===== src/rtl/tmf_pkg.sv =====
// ----------------------------------------------------------------------------
// tmf_pkg: shared types and constants for the tire magic formula core
// Fixed-point angle constants (Q.24), CORDIC arctangent table, register map.
// ----------------------------------------------------------------------------
package tmf_pkg;

    localparam int CORDIC_STAGES_DEF = 16;
    localparam int ANG_TABLE_LEN     = 24;
    localparam int ANG_W             = 28;  // Q.24 angle, sign and 3 integer bits
    localparam int VEC_W             = 42;  // vectoring datapath width
    localparam int ROT_W             = 28;  // rotation datapath width
    localparam int X_W               = 32;  // scaled slip B*s in Q.24
    localparam int CFG_ADDR_W        = 3;
    localparam int CFG_DATA_W        = 16;

    localparam logic signed [ANG_W-1:0] Q24_PI      = 28'sd52707179;
    localparam logic signed [ANG_W-1:0] Q24_HALF_PI = 28'sd26353589;
    localparam logic signed [ANG_W-1:0] Q24_TWO_PI  = 28'sd105414357;
    localparam logic signed [ANG_W-1:0] Q24_ONE     = 28'sd16777216;
    localparam logic signed [ANG_W-1:0] Q24_GAIN    = 28'sd10188014;

    localparam logic signed [17:0] FORCE_MAX = 18'sd131071;
    localparam logic signed [17:0] FORCE_MIN = -18'sd131072;

    typedef enum logic [CFG_ADDR_W-1:0] {
        REG_STIFFNESS_B   = 3'd0,
        REG_SHAPE_C       = 3'd1,
        REG_PEAK_D        = 3'd2,
        REG_CURVATURE_E   = 3'd3,
        REG_VERTICAL_LOAD = 3'd4
    } cfg_reg_t;

    function automatic logic signed [ANG_W-1:0] cordic_angle(input int idx);
        logic signed [ANG_W-1:0] a;
        case (idx)
            0:  a = 28'sd13176795;
            1:  a = 28'sd7778716;
            2:  a = 28'sd4110060;
            3:  a = 28'sd2086331;
            4:  a = 28'sd1047214;
            5:  a = 28'sd524117;
            6:  a = 28'sd262123;
            7:  a = 28'sd131069;
            8:  a = 28'sd65536;
            9:  a = 28'sd32768;
            10: a = 28'sd16384;
            11: a = 28'sd8192;
            12: a = 28'sd4096;
            13: a = 28'sd2048;
            14: a = 28'sd1024;
            15: a = 28'sd512;
            16: a = 28'sd256;
            17: a = 28'sd128;
            18: a = 28'sd64;
            19: a = 28'sd32;
            20: a = 28'sd16;
            21: a = 28'sd8;
            22: a = 28'sd4;
            23: a = 28'sd2;
            default: a = '0;
        endcase
        return a;
    endfunction

endpackage


===== src/rtl/tmf_cordic_rot.sv =====
// ----------------------------------------------------------------------------
// tmf_cordic_rot: pipelined CORDIC sine
// Rotates (K, 0) by an angle in [-pi/2, pi/2], one iteration per stage.
// ----------------------------------------------------------------------------
module tmf_cordic_rot #(
    parameter int STAGES = tmf_pkg::CORDIC_STAGES_DEF,
    parameter int W      = tmf_pkg::ROT_W
) (
    input  logic                             aclk,
    input  logic                             aresetn,
    input  logic                             en,
    input  logic                             in_valid,
    input  logic signed [tmf_pkg::ANG_W-1:0] in_theta,
    output logic                             out_valid,
    output logic signed [W-1:0]              out_sin
);
    localparam int NS = (STAGES > tmf_pkg::ANG_TABLE_LEN) ? tmf_pkg::ANG_TABLE_LEN : STAGES;

    logic signed [W-1:0]              x_reg [NS];
    logic signed [W-1:0]              y_reg [NS];
    logic signed [tmf_pkg::ANG_W-1:0] z_reg [NS];
    logic                             vld_reg [NS];

    genvar k;
    generate
        for (k = 0; k < NS; k++) begin : g_stage
            logic signed [W-1:0]              xi, yi, x_next, y_next;
            logic signed [tmf_pkg::ANG_W-1:0] zi, z_next;
            logic                             vi;

            if (k == 0) begin : g_first
                assign xi = W'(tmf_pkg::Q24_GAIN);
                assign yi = '0;
                assign zi = in_theta;
                assign vi = in_valid;
            end else begin : g_next
                assign xi = x_reg[k-1];
                assign yi = y_reg[k-1];
                assign zi = z_reg[k-1];
                assign vi = vld_reg[k-1];
            end

            always_comb begin
                if (zi >= 0) begin
                    x_next = xi - (yi >>> k);
                    y_next = yi + (xi >>> k);
                    z_next = zi - tmf_pkg::cordic_angle(k);
                end else begin
                    x_next = xi + (yi >>> k);
                    y_next = yi - (xi >>> k);
                    z_next = zi + tmf_pkg::cordic_angle(k);
                end
            end

            always_ff @(posedge aclk) begin
                if (!aresetn) begin
                    vld_reg[k] <= 1'b0;
                end else if (en) begin
                    vld_reg[k] <= vi;
                end
                if (en) begin
                    x_reg[k] <= x_next;
                    y_reg[k] <= y_next;
                    z_reg[k] <= z_next;
                end
            end
        end
    endgenerate

    assign out_valid = vld_reg[NS-1];
    assign out_sin   = y_reg[NS-1];

endmodule

===== config.mk =====
export PLATFORM = sky130hd
export DESIGN_NAME = tmf_cordic_rot
export DESIGN_NICKNAME = d
export VERILOG_FILES = /design/src/rtl/tmf_pkg.sv /design/src/rtl/tmf_cordic_rot.sv
export SDC_FILE = /design/constraint.sdc
export NUM_CORES = 2
export LEC_CHECK = 0
export ABC_AREA = 0
export BUFFER_PORTS_ARGS = -buffer_cell sky130_fd_sc_hd__buf_2
export CAP_MARGIN = 20
export CORE_UTILIZATION = 31
export DETAILED_ROUTE_END_ITERATION = 10
export PLACE_DENSITY = 0.43
export SLEW_MARGIN = 10
export SYNTH_ARGS = -nofsm -noshare
export SYNTH_HDL_FRONTEND = slang
export SYNTH_SLANG_ARGS = --single-unit

===== constraint.sdc =====
create_clock -name aclk -period 19.36 [get_ports aclk]
set_input_delay 5.808 -clock aclk [delete_from_list [all_inputs] [get_ports aclk]]
set_output_delay 5.808 -clock aclk [all_outputs]
set_load 0.03 [all_outputs]

# Word level (Yosys, flattened, before mapping)

Memories as Yosys holds them, arrays and structs flattened.
Cells that the tools add are included.

Word-level logic and storage cells: 196
Memories: 4
RAM bits: 1360
Bits of input ports: 32
Bits in registers: 0
Output and inout bits: 29

Add/sub/neg operators: 92
Magnitude comparators: 16
Mux-type cells: 68
Bitwise operators: 16

Memory list:

| name    | words | width | read ports | clocked after memory_dff | wr ports | line                 | text |
|---|---|---|---|---|---|---|---|
| x_reg   | 16    | 28    | 15         | 0                        | 16       | tmf_cordic_rot.sv:19 | `logic signed [W-1:0] x_reg [NS];` |
| y_reg   | 16    | 28    | 16         | 0                        | 16       | tmf_cordic_rot.sv:20 | `logic signed [W-1:0] y_reg [NS];` |
| z_reg   | 16    | 28    | 15         | 0                        | 16       | tmf_cordic_rot.sv:21 | `logic signed [tmf_pkg::ANG_W-1:0] z_reg [NS];` |
| vld_reg | 16    | 1     | 16         | 0                        | 16       | tmf_cordic_rot.sv:22 | `logic vld_reg [NS];` |

Operators by type and width:

| kind                                                  | count |
|---|---|
| 2-to-1 mux 28 bit                                     | 47 |
| >= comparator 28 x 1 -> 1 bit (second input constant) | 16 |
| adder 28 x 13 -> 28 bit                               | 2 |
| adder 28 x 14 -> 28 bit                               | 2 |
| adder 28 x 15 -> 28 bit                               | 2 |
| adder 28 x 16 -> 28 bit                               | 2 |
| adder 28 x 17 -> 28 bit                               | 2 |
| adder 28 x 18 -> 28 bit                               | 2 |
| adder 28 x 18 -> 28 bit (second input constant)       | 2 |
| adder 28 x 19 -> 28 bit                               | 2 |
| adder 28 x 20 -> 28 bit                               | 2 |
| adder 28 x 21 -> 28 bit                               | 2 |
| adder 28 x 22 -> 28 bit                               | 2 |
| adder 28 x 23 -> 28 bit                               | 2 |
| adder 28 x 24 -> 28 bit                               | 2 |
| adder 28 x 25 -> 28 bit                               | 2 |
| adder 28 x 26 -> 28 bit                               | 2 |
| adder 28 x 27 -> 28 bit                               | 2 |
| subtractor 28 x 13 -> 28 bit                          | 2 |
| subtractor 28 x 14 -> 28 bit                          | 2 |
| subtractor 28 x 15 -> 28 bit                          | 2 |
| subtractor 28 x 16 -> 28 bit                          | 2 |
| subtractor 28 x 17 -> 28 bit                          | 2 |
| subtractor 28 x 18 -> 28 bit                          | 2 |
| other kinds (40)                                      | 85 |

# Depth between registers and ports, before layout

Word-level depth: 4
Depth in mapped cells: 23
Depth with buffers taken out: 21

# Least setup slack after synthesis

Ideal clock, no wire load.

Path type: input to register
From: input in_theta[27] in the netlist's numbering
To: memory z_reg[0][24] in the netlist's numbering, data pin
Cell stages on the path: 17
Arrival time: 10318 ps
Library setup time: 158 ps
Path slack: 8884 ps
Data required time: 19202 ps
Path buffers: 0
Cell sequence: inv_1 ha_1 nor4b_1 nand4_1 o21ai_0 inv_1 ha_1 o21ai_0 a21boi_0 o21ai_0 a21oi_1 o2111ai_1 a21oi_1 o31ai_1 a211o_1 or4b_2 o211ai_1

RTL lines:

| item            | line                 | text |
|---|---|---|
| start, declared | tmf_cordic_rot.sv:13 | `input logic signed [tmf_pkg::ANG_W-1:0] in_theta,` |
| end, declared   | tmf_cordic_rot.sv:21 |  |

==> results_dict.tcl <==
set metrics [dict create \
    number_of_enable_flip_flop_cells_after_synthesis 1185 \
    routabilityCongestion 0.846 \
    first_global_vias 69142 \
    dieHeight_um 551 \
    netlist_instances 9440 \
    number_of_antenna_violations_at_the_first_check_in_global_routing 8 \
    yosysMostFrequentCell "sky130_fd_sc_hd__edfxtp_1" \
    route.detailed.drc 0 \
    critical_path.endpoint_type "register" \
    report.final.slew_viol_count 0 \
    syn-mean-instance-area_um2 9.91 \
    netlist_top_cells_area "sky130_fd_sc_hd__edfxtp_1, sky130_fd_sc_hd__ha_1, sky130_fd_sc_hd__xnor2_1" \
    detail_route.iter0.violations 4238 \
    num_vias 70399 \
    max_clock_freq_ghz 0.0992 \
    post_route_cells_drive_above_1_share_pct 4.75 \
    unrepaired_setup_endpoints_after_global_routing "no" \
    max-slew-margin-rel_pct 26.5 \
    cp_data_arrival_time_ns 10.74 \
    gr-usage-all-layers_pct 16.4 \
    async_set_or_reset_flop_fraction_in_the_synthesized_netlist_pct 0 \
    clock_sink_count 1186 \
    min_path_type "reg2reg" \
    grt_pass1_wl_um 397000 \
    vias_per_cell 5.14 \
    synthesis.area_um2 93500 \
    number_of_placed_i_o_pins 61 \
    area_share_of_the_largest_cell_type_after_synthesis_pct 38.1 \
    finalHoldViolations 0 \
    initial_core_utilization_pct 31.2 \
    largest_reg_flops 420 \
    post-route-min-period_ns 10.08 \
    root_buffer "sky130_fd_sc_hd__clkbuf_16" \
    tightest_pin_transition_ns 1.09 \
    cts_hold_buf 0 \
    clock-skew-final_ns 0.0700 \
    outcome "finished, final reports clean" \
    synth_fp_nets 10579 \
    core_um2 300000 \
    clockBufferDepth 4 \
    clock_slew_seen_by_the_registers_of_the_worst_setup_and_hold_paths_ns 0.06 \
    postCtsSetupBuffers 0 \
    synth_ff_type "sky130_fd_sc_hd__edfxtp_1" \
    floorplan.rows 201 \
    post_cts_resize_count 0 \
    avgRoutedWirePerCell_um 18.6 \
    final_antenna_net_count 0 \
    synth.yosys.seq_area_share_pct 38.1 \
    fp.dieW_um 551 \
    grt_start_max_net_pins 141 \
    startpoint_type "input port" \
    pre_antenna_drt_iters 5 \
    area_growth_syn_to_layout_pct 11.2 \
    crit_path_max_fanout 15 \
    cts_htree_levels 4 \
    clk-insertion-delay-late_ns 0.84 \
    totalNegativeSetupSlack_ns 0 \
    tritoncts_clock_tree "built" \
    numCtsBuffers 155 \
    finalNetCount 10746 \
    fin_crit_sh_pct 52.1 \
    netlist-cell-type-count 90 \
    setup.reg_to_reg.worst_slack_ns 12.52 \
    wirelength_um 254000 \
    fp.dieArea_um2 304000 \
    worst_ep_required_time_ns 20.02 \
    finalSetupViolCount 0 \
    yosys_register_bits 1186 \
    port_buffers 60 \
    yosysTopAreaCell "sky130_fd_sc_hd__edfxtp_1" \
    yosys_warns 0 \
    cap_viol_max_count 0 \
    path_class "in2reg" \
    hpwl_um 201000 \
    globalRouteOverflowTotal 0 \
    netlist_top_cells_count "sky130_fd_sc_hd__edfxtp_1, sky130_fd_sc_hd__ha_1, sky130_fd_sc_hd__xnor2_1" \
]
==> cell type report <==
cell class / instances / area (um^2)
Sequential cell: 1186 / 35600
Multi-Input combinational cell: 7675 / 55800
Inverter: 472 / 1770
Tap cell: 3958 / 4950
Fill cell: 30128 / 196000
Clock inverter: 91 / 955
Timing Repair Buffer: 117 / 776
Clock buffer: 189 / 4110
Antenna cell: 1 / 2.50
==> metrics by stage <==
stage	setup slack [ns]	area, um^2	utilization (%)	std cells	hold WS (ns)
global placement	8.17	98900	32.9	13405	0.435
global route	8.71	104000	34.7	13689	0.424
detailed placement	8.23	98900	32.9	13405	0.442
CTS	9.12	104000	34.6	13685	0.401
floorplan	8.88	93500	-	9440	0.427
finish	9.28	104000	34.7	13689	0.403
==> cells in the final DEF (no fill, tap or decap), types with 35 or more instances in the layout <==
cell                           n
sky130_fd_sc_hd__ha_1       1067
sky130_fd_sc_hd__and3_1      105
sky130_fd_sc_hd__a211oi_1     73
sky130_fd_sc_hd__nand4_1      45
sky130_fd_sc_hd__a31oi_1      75
sky130_fd_sc_hd__o41ai_1      50
sky130_fd_sc_hd__nand2b_1    121
sky130_fd_sc_hd__xor2_1      443
sky130_fd_sc_hd__or2_2        38
sky130_fd_sc_hd__nor3_1      291
sky130_fd_sc_hd__a21oi_1     838
sky130_fd_sc_hd__buf_2        59
sky130_fd_sc_hd__nor2b_1      89
sky130_fd_sc_hd__xnor2_1     931
sky130_fd_sc_hd__nand2_1     579
sky130_fd_sc_hd__fa_1         40
sky130_fd_sc_hd__buf_4        52
sky130_fd_sc_hd__a21o_1      326
sky130_fd_sc_hd__clkinv_1     35
sky130_fd_sc_hd__o21ai_0     447
sky130_fd_sc_hd__o21bai_1    158
sky130_fd_sc_hd__mux2i_1      47
sky130_fd_sc_hd__and2_1       38
sky130_fd_sc_hd__inv_1       466
sky130_fd_sc_hd__nor4_1      118
sky130_fd_sc_hd__nand3_1     188
sky130_fd_sc_hd__nor2_1      719
sky130_fd_sc_hd__edfxtp_1   1185
sky130_fd_sc_hd__or3_1       103
sky130_fd_sc_hd__clkbuf_16   160
sky130_fd_sc_hd__o21a_1      140
sky130_fd_sc_hd__o31ai_1     165
==> metal layers <==
layer / global-route usage (%) / vias to the layer above / wire length [um] / part of all wire [%]
met5: 0 / - / 57 / 0.022
met4: 3.81 / 10 / 5600 / 2.2
met3: 2.24 / 286 / 9720 / 3.8
met2: 26.9 / 1076 / 115000 / 45
met1: 22.8 / 33591 / 124000 / 49
li1: - / 35436 / - / -
==> cell families after synthesis <==
family,Yosys count,synth area share (%)
fa+ha+maj,1107,15.1
xor+xnor,1374,12.9
simple gates,2556,13.2
buf+inv,579,2.33
mux,71,0.792
compound gates,2567,17.6
flops,1186,38.1
==> critical path, stage by stage <==
cell,delay (ns)
sky130_fd_sc_hd__buf_2,0.11
sky130_fd_sc_hd__inv_1,0.07
sky130_fd_sc_hd__ha_1,0.13
sky130_fd_sc_hd__nor4b_1,0.50
sky130_fd_sc_hd__nand4_1,0.30
sky130_fd_sc_hd__o21ai_1,0.19
sky130_fd_sc_hd__buf_4,0.26
sky130_fd_sc_hd__inv_1,0.33
sky130_fd_sc_hd__ha_1,0.44
sky130_fd_sc_hd__o21ai_0,0.14
sky130_fd_sc_hd__a21boi_0,0.17
sky130_fd_sc_hd__o21ai_0,0.27
sky130_fd_sc_hd__a21oi_1,0.15
sky130_fd_sc_hd__o2111ai_1,0.33
sky130_fd_sc_hd__a21oi_1,0.16
sky130_fd_sc_hd__o31ai_1,0.38
sky130_fd_sc_hd__a211o_1,0.29
sky130_fd_sc_hd__or4b_2,0.60
sky130_fd_sc_hd__o211ai_1,0.11
==> path summary, 6_finish.rpt <==
path | end | cells after the start | start
setup / recovery | z_reg[0][24]$_DFFE_PP_ | 19 | in_theta[27]
hold / removal | z_reg[1][30]$_DFFE_PP_ | 0 | z_reg[1][2]$_DFFE_PP_
setup reg to reg | x_reg[1][139]$_DFFE_PP_ | 22 | z_reg[1][111]$_DFFE_PP_
hold reg to reg | z_reg[1][30]$_DFFE_PP_ | 0 | z_reg[1][2]$_DFFE_PP_
Power is not shown: default switching activity piles up to over one toggle a cycle in this logic, so the estimate is an artifact.
